`src/rtl/sis_pkg.sv`:
```
// sis_pkg: shared types and constants for the stack insertion sorter.
// Used by sis_ctrl, sis_datapath and stack_insertion_sorter; no dependencies.
package sis_pkg;

  localparam int KEY_W = 32;

  typedef enum logic {
    ST_IDLE,
    ST_EMIT
  } state_t;

  // controller -> datapath
  typedef struct packed {
    logic insert;   // place the incoming key into the store
    logic shift;    // drop the head entry, everything moves one place down
    logic clear;    // batch finished: empty the store and the overflow flag
  } dp_cmd_t;

  // datapath -> controller
  typedef struct packed {
    logic last_one; // exactly one key left in the store
  } dp_stat_t;

endpackage

```
`src/rtl/sis_datapath.sv`:
```
// sis_datapath: compare-and-shift register array holding the batch, largest at entry 0,
// plus the fill count and overflow flag. Depends on sis_pkg.
module sis_datapath #(
  parameter int DEPTH = 16
) (
  input  logic                             clk,
  input  logic                             rst_n,
  input  sis_pkg::dp_cmd_t                 cmd,
  input  logic signed [sis_pkg::KEY_W-1:0] key,
  output sis_pkg::dp_stat_t                stat,
  output logic signed [sis_pkg::KEY_W-1:0] head_key,
  output logic                             overflow
);

  localparam int CW = $clog2(DEPTH + 1);

  logic signed [sis_pkg::KEY_W-1:0] store_r [DEPTH];
  logic signed [sis_pkg::KEY_W-1:0] store_nxt [DEPTH];
  logic [CW-1:0] fill_r, fill_nxt;
  logic          overflow_r, overflow_nxt;
  logic [DEPTH-1:0] sh;
  logic          full;

  assign full = (fill_r == CW'(DEPTH));

  // entries not greater than the new key move down; new key goes above equal ones
  always_comb begin
    for (int i = 0; i < DEPTH; i++) begin
      sh[i] = (CW'(i) < fill_r) && (store_r[i] <= key);
    end
  end

  always_comb begin
    for (int i = 0; i < DEPTH; i++) begin
      store_nxt[i] = store_r[i];
    end
    fill_nxt     = fill_r;
    overflow_nxt = overflow_r;
    if (cmd.insert) begin
      if (full) begin
        overflow_nxt = 1'b1;
      end else begin
        for (int i = 0; i < DEPTH; i++) begin
          if (i > 0 && sh[(i > 0) ? i - 1 : 0]) begin
            store_nxt[i] = store_r[(i > 0) ? i - 1 : 0];
          end else if (sh[i] || CW'(i) == fill_r) begin
            store_nxt[i] = key;
          end
        end
        fill_nxt = fill_r + CW'(1);
      end
    end else if (cmd.shift) begin
      for (int i = 0; i < DEPTH - 1; i++) begin
        store_nxt[i] = store_r[i + 1];
      end
      fill_nxt = fill_r - CW'(1);
    end
    if (cmd.clear) begin
      fill_nxt     = '0;
      overflow_nxt = 1'b0;
    end
  end

  always_ff @(posedge clk) begin
    for (int i = 0; i < DEPTH; i++) begin
      store_r[i] <= store_nxt[i];
    end
  end

  always_ff @(posedge clk) begin
    if (!rst_n) begin
      fill_r     <= '0;
      overflow_r <= 1'b0;
    end else begin
      fill_r     <= fill_nxt;
      overflow_r <= overflow_nxt;
    end
  end

  assign head_key      = store_r[0];
  assign overflow      = overflow_r;
  assign stat.last_one = (fill_r == CW'(1));

  fill_bound_a: assert property (@(posedge clk) disable iff (!rst_n)
    fill_r <= CW'(DEPTH))
    else $error("fill count beyond store depth");

  full_insert_a: assert property (@(posedge clk) disable iff (!rst_n)
    cmd.insert && full |=> overflow_r && fill_r == $past(fill_r))
    else $error("key stored into a full store");

  clear_a: assert property (@(posedge clk) disable iff (!rst_n)
    cmd.clear |=> fill_r == '0 && !overflow_r)
    else $error("store not emptied at batch end");

endmodule

```
`src/rtl/sis_ctrl.sv`:
```
// sis_ctrl: batch controller, accepts keys and sequences emission of the sorted batch.
// Depends on sis_pkg.
module sis_ctrl (
  input  logic               clk,
  input  logic               rst_n,
  input  logic               start,
  input  logic               batch_end,
  input  sis_pkg::dp_stat_t  stat,
  output sis_pkg::dp_cmd_t   cmd,
  output logic               busy,
  output logic               emit,
  output logic               final_res
);

  sis_pkg::state_t state_r, state_nxt;

  always_ff @(posedge clk) begin
    if (!rst_n) begin
      state_r <= sis_pkg::ST_IDLE;
    end else begin
      state_r <= state_nxt;
    end
  end

  always_comb begin
    state_nxt  = state_r;
    cmd        = '0;
    busy       = 1'b0;
    emit       = 1'b0;
    final_res  = 1'b0;
    unique case (state_r)
      sis_pkg::ST_IDLE: begin
        if (start) begin
          cmd.insert = 1'b1;
          if (batch_end) begin
            state_nxt = sis_pkg::ST_EMIT;
          end
        end
      end
      sis_pkg::ST_EMIT: begin
        busy      = 1'b1;
        emit      = 1'b1;
        cmd.shift = 1'b1;
        final_res = stat.last_one;
        if (stat.last_one) begin
          cmd.clear = 1'b1;
          state_nxt = sis_pkg::ST_IDLE;
        end
      end
      default: begin
        state_nxt = sis_pkg::ST_IDLE;
      end
    endcase
  end

  no_insert_busy_a: assert property (@(posedge clk) disable iff (!rst_n)
    busy |-> !cmd.insert)
    else $error("request taken while emitting");

  last_to_idle_a: assert property (@(posedge clk) disable iff (!rst_n)
    emit && final_res |=> state_r == sis_pkg::ST_IDLE)
    else $error("emission did not stop after final key");

  end_to_emit_a: assert property (@(posedge clk) disable iff (!rst_n)
    start && !busy && batch_end |=> emit)
    else $error("batch end did not start emission");

endmodule

```
`src/rtl/stack_insertion_sorter.sv`:
```
// stack_insertion_sorter: top level, sorts a batch of signed keys, largest emitted first.
// Depends on sis_pkg, sis_ctrl and sis_datapath.
// Latency: a key is inserted in the cycle of its request (one request per cycle while idle).
// The request carrying batch_end is followed, from the next cycle, by one result per stored
// key on consecutive cycles (N results for N stored keys, N <= DEPTH); busy is high throughout.
// Results cannot be stalled. Synchronous active-low reset empties the store and flags.
module stack_insertion_sorter #(
  parameter int DEPTH = 16
) (
  input  logic                             clk,
  input  logic                             rst_n,
  input  logic                             start,
  output logic                             busy,
  input  logic signed [sis_pkg::KEY_W-1:0] in_key,
  input  logic                             in_batch_end,
  output logic                             out_valid,
  output logic signed [sis_pkg::KEY_W-1:0] out_sorted_key,
  output logic                             out_final_res,
  output logic                             out_dropped
);

  sis_pkg::dp_cmd_t  cmd;
  sis_pkg::dp_stat_t stat;
  logic              overflow;

  sis_ctrl u_ctrl (
    .clk       (clk),
    .rst_n     (rst_n),
    .start     (start),
    .batch_end (in_batch_end),
    .stat      (stat),
    .cmd       (cmd),
    .busy      (busy),
    .emit      (out_valid),
    .final_res (out_final_res)
  );

  sis_datapath #(
    .DEPTH (DEPTH)
  ) u_dp (
    .clk      (clk),
    .rst_n    (rst_n),
    .cmd      (cmd),
    .key      (in_key),
    .stat     (stat),
    .head_key (out_sorted_key),
    .overflow (overflow)
  );

  assign out_dropped = out_valid & overflow;

  run_a: assert property (@(posedge clk) disable iff (!rst_n)
    out_valid && !out_final_res |=> out_valid && out_dropped == $past(out_dropped))
    else $error("emission broke off before final key");

  quiet_a: assert property (@(posedge clk) disable iff (!rst_n)
    start && !busy && !in_batch_end |=> !out_valid)
    else $error("result emitted for an ordinary key");

  final_gap_a: assert property (@(posedge clk) disable iff (!rst_n)
    out_valid && out_final_res |=> !out_valid)
    else $error("result emitted after final key");

endmodule

```
`config.mk`:
```
export PLATFORM = sky130hd
export DESIGN_NAME = stack_insertion_sorter
export DESIGN_NICKNAME = d
export VERILOG_FILES = /design/src/rtl/sis_pkg.sv /design/src/rtl/sis_datapath.sv /design/src/rtl/sis_ctrl.sv /design/src/rtl/stack_insertion_sorter.sv
export SDC_FILE = /design/constraint.sdc
export NUM_CORES = 2
export LEC_CHECK = 0
export ABC_AREA = 1
export ABC_CLOCK_PERIOD_IN_PS = 9750
export BUFFER_PORTS_ARGS = -buffer_cell sky130_fd_sc_hd__buf_2
export CAP_MARGIN = 20
export CORE_UTILIZATION = 60
export CTS_CLUSTER_DIAMETER = 50
export DETAILED_ROUTE_END_ITERATION = 16
export PLACE_DENSITY = 0.75
export SETUP_SLACK_MARGIN = 0.2
export SLEW_MARGIN = 30
export SYNTH_ARGS = -nofsm -noshare
export SYNTH_HDL_FRONTEND = slang
export SYNTH_SLANG_ARGS = --single-unit
```
`constraint.sdc`:
```
create_clock -name clk -period 9.75 [get_ports clk]
set_input_delay 1.4625 -clock clk [delete_from_list [all_inputs] [get_ports clk]]
set_output_delay 1.4625 -clock clk [all_outputs]
set_load 0.01 [all_outputs]
```
== Word-level counts from Yosys, hierarchy flattened ==
Memory sizes are Yosys's and may differ from the RTL's.
Cells that the tools add are included.

* RAM bits: 512
* Memories kept: 1
* Input port bits: 36
* Flip-flop bits (word level): 7
* Output and inout bits: 36

{| class="wikitable"
|+ Memory list
! name !! depth !! width !! rd ports !! clocked after Yosys merged registers in !! wr ports !! RTL line !! text
|-
| u_dp.store_r || 16 || 32 || 16 || 0 || 16 || sis_datapath.sv:17 || <nowiki>logic signed [sis_pkg::KEY_W-1:0] store_r [DEPTH];</nowiki>
|}

* Muxes and demuxes: 48
* Magnitude comparators: 32
* Bitwise gates (word level): 3
* Reduce and logical (&&, ||, !) cells: 37
* $add $sub $neg: 2
* Equal/unequal tests: 18

{| class="wikitable"
|+ Operators with widths
! kind !! count
|-
| $mux 32 || 32
|-
| $mux 480 || 2
|-
| $le 32x32->1 || 16
|-
| $mux 512 || 1
|-
| $eq 4x5->1 const A || 8
|-
| $lt 4x5->1 const A || 8
|-
| $eq 3x5->1 const A || 4
|-
| $lt 3x5->1 const A || 4
|-
| $logic_and 1x1->1 || 16
|-
| $logic_or 1x1->1 || 16
|-
| $mux 5 || 3
|-
| $eq 2x5->1 const A || 2
|-
| $lt 1x5->1 const A || 2
|-
| $lt 2x5->1 const A || 2
|-
| $mux 1 || 8
|-
| $add 5x1->5 const B || 1
|-
| $eq 1x5->1 const A || 1
|-
| $eq 5x1->1 const B || 1
|-
| $eq 5x5->1 const B || 1
|-
| $logic_not 5->1 || 1
|-
| $sub 5x1->5 const B || 1
|-
| $reduce_and 2->1 || 2
|-
| $mux 2 || 1
|-
| $ne 2x2->1 const B || 1
|-
| 5 further kinds || 6
|}

== Longest topological paths before layout ==
* Word-level depth: 7
* Mapped depth: 20
* Depth with buffers taken out: 19

== By module ==
Synthesis repeated with hierarchy kept, for this count alone.

* Cells, all modules: 5596
* Area, all modules: 42324.3 um^2

{| class="wikitable"
|+ Modules (own cells, without submodules)
! module !! cells each !! area an instance (um^2) !! times used
|-
| sis_datapath || 5583 || 42246.8 || 1
|-
| sis_ctrl || 11 || 70.1 || 1
|-
| stack_insertion_sorter || 2 || 7.5 || 1
|}

== Least setup slack after synthesis ==
No wires, ideal clock.

* Path type: input to register
* Start point: in in_key[31] (netlist bit)
* End point: mem u_dp.store_r[0][0] (netlist bit), enable pin
* Arrival time: 5110 ps
* Cell stages on the path: 12
* Setup slack: 4199 ps
* Setup time: 441 ps
* Required time: 9309 ps
* Buffers on the path: 2
* Cells stage by stage: clkinv_1 clkbuf_1 ha_1 a21oi_1 o21a_1 nand2_1 a21oi_1 nand3_1 nand3_2 nand2_4 buf_6 a31oi_1

{| class="wikitable"
|+ RTL lines
! what !! RTL line !! text
|-
| start, declared || stack_insertion_sorter.sv:14 || <nowiki>input logic signed [sis_pkg::KEY_W-1:0] in_key,</nowiki>
|-
| end, declared || sis_datapath.sv:17 ||
|}

==> results.cfg <==
[die]
die-area_um2 = 70840
die_h_um = 266.2
die_w_um = 266.2
coreArea_um2 = 68830
start_util_pct = 60.83
io_pins = 72
rows = 96

[placed_design]
place_area_um2 = 42300
gp_congestion = 0.9117
io_buffers = 71
hpwl_mm = 78.34

[synthesis]
syn_nets = 6125
synth-edff-count = 512
yosysSeqAreaShare_pct = 37.06
synth-async-reset-ratio_pct = 0
yosys_warnings = 0
avgSynthCellArea_um2 = 7.514
yosys.cell_types.count = 42
yosys_register_bits = 519
netlist_instances = 5572
synthFlopType = edfxtp_1
netlist_area_um2 = 41870

[global_routing]
top_usage_layer = met2
use_met3_pct = 3.956
first_global_vias = 35362
grt_usage_pct = 30.72
grt-ovfl-total = 0
met2_usage_pct = 54.11
antenna_found_initial = 1
grtUsageMet1_pct = 38.34
grt_start_max_net_pins = 216
grt_first_pass_wirelength_mm = 177.7

[drt]
wirelength_mm = 109.7
drc_errors = 0
dr.pass1.iters = 8
vias_per_cell = 5.618
ant_nets = 0
drtIter0Drc = 2998
via_count = 36376
routedWlPerCell_um = 16.94

[run]
cap_viol_max_count = 0

[sta]
worst_pin_slew_ps = 1030
fin_skew_ps = 18.16
period_share_pct = 55.76
period_needed_ps = 5436
tns_ps = 0
setup_viol = 0
fmax_ghz = 0.1839
rsz0062_at_grt = false
hold_violations = 0
slew_headroom_pct = 31.35
finalMaxSlewViolations = 0

[worst_hold_path]
holdCritPathClass = flop to flop

[worst_setup_path]
endpoint = u_dp.store_r[2][58]
r2r-end = u_dp.store_r[3][102]
critPathLaunch = in_key[29]
critPathKind = input port to flop
ff2ff_setup_slack_ps = 5210
cp-start-kind = input port
required_ps = 10040
path_max_fanout = 34
r2r_cells = 10
arrival_ps = 5720
cp-end-kind = flop
r2r_start = u_dp.fill_r[0]

[power_and_ir_drop]
power.density_nw_per_um2 = 212.8
ir_drop_mv = 0.1400
p_leak_nw = 22.72

[layout]
drive_gt1_share_pct = 5.934
utilization_pct = 65.35
layout_common_cells = nand2_1 (1928), nand3_1 (953), inv_1 (592), ha_1 (517), edfxtp_1 (512)
num-fill-cells = 5966
final_nets = 6034
mostFrequentLayoutCell = nand2_1
antenna_cells = 0
area_growth_pct = 7.436
final_cell_area_um2 = 44980

[clocking]
numCtsBuffers = 78
cts-root-buf = clkbuf_16
cts_setup_buffers = 0
clock_latency_ps = 630
clock_sinks = 519
cts_hold_buf = 0
cts_buffer_depth = 3
ctsResizeCount = 0
htreeDepth = 3
clkTransAtPathRegs_ps = 50
cts_tree = yes

[run_status]
outcome = finished, final reports clean
## worst min-delay path by stage
stage | startpoint | cells past startpoint | end
6_report | u_dp.store_r[2][64] | 2 | u_dp.store_r[2][32]
5_1_grt | u_dp.store_r[3][127] | 2 | u_dp.store_r[3][95]
4_1_cts | u_dp.overflow | 2 | u_dp.overflow
3_5_place_dp | u_dp.overflow | 2 | u_dp.overflow
3_3_place_gp | u_dp.overflow | 2 | u_dp.overflow
2_1_floorplan | u_dp.overflow | 2 | u_dp.overflow
## layer usage
layer  part of all wire (%)  vias to the layer above  routed length, um
met2                     49                     1148              53510
met3                    5.7                      202               6209
met4                    3.2                        0               3552
met1                     42                    16694              46420
li1                       -                    18332                  -
met5                      0                        -                  0
## state kept, by name, indices dropped and copies added (netlist names)
signal	count
u_dp.fill_r	5
u_ctrl.state_r	1
u_dp.store_r	512
u_dp.overflow	1
## cell type report
cell class	count	area, um^2	area share, %
multi-input combinational	4113	22340	49.67
sequential	519	15510	34.49
inverter	630	2380	5.291
clock buffer	90	2082	4.629
tap	931	1165	2.590
timing repair buffer	139	903.4	2.008
clock inverter	53	594.3	1.321
## synth_stat cells (27+ instances only)
| cell type | number | area, um^2 |
|---|---|---|
| nand3_1 | 953 | 4770 |
| nor2_1 | 210 | 788.3 |
| clkbuf_1 | 104 | 390.4 |
| ha_1 | 517 | 6469 |
| o21ai_0 | 51 | 255.2 |
| edfxtp_1 | 512 | 15370 |
| a21oi_1 | 267 | 1336 |
| buf_4 | 54 | 405.4 |
| nand2_1 | 1929 | 7241 |
| nand4_1 | 39 | 244.0 |
| buf_2 | 115 | 575.6 |
| clkinv_1 | 34 | 127.6 |
| o22ai_1 | 32 | 200.2 |
| buf_6 | 27 | 304.0 |
| inv_1 | 592 | 2222 |
| o21a_1 | 27 | 202.7 |
## power breakdown
part           total (W)  internal, W  switching [W]  leakage (nW)
combinational    0.00320      0.00102        0.00218          16.4
sequential       0.00345      0.00310       0.000352          5.03
clock            0.00292      0.00181        0.00111          1.28
total            0.00957      0.00593        0.00364          22.7
## worst max-delay path, stage by stage
cell and delay (ps):
buf_2 80, clkinv_1 480, buf_4 450, ha_1 340, a21oi_1 130, o21a_1 120, nand2_1 80, a21oi_1 370
nand3_1 160, nand3_2 470, nand2_2 560, nand2_1 190, nor2_1 60, nor2_2 350, buf_4 390
## kinds of logic after synthesis
logic type / synth area share [%]
and+or+nand+nor: 32.40
buffers and inverters: 9.740
DFF: 37.06
adders and majority gates: 15.45
AOI/OAI and AO/OA: 5.332
xor gates and xnor gates: 0.02092
## stage by stage
stage | setup slack (ps) | hold WS (ps) | total power [W] | instances
global route | 3979 | 578.7 | 0.01017 | 6475
global placement | 3763 | 527.3 | 0.006535 | 6332
floorplan | 4199 | 454.9 | 0.005892 | 5572
finish | 4314 | 548.3 | 0.009572 | 6475
CTS | 4361 | 544.4 | 0.009575 | 6475
detailed placement | 3727 | 532.9 | 0.006645 | 6332
(Power assumes the default switching activity.)
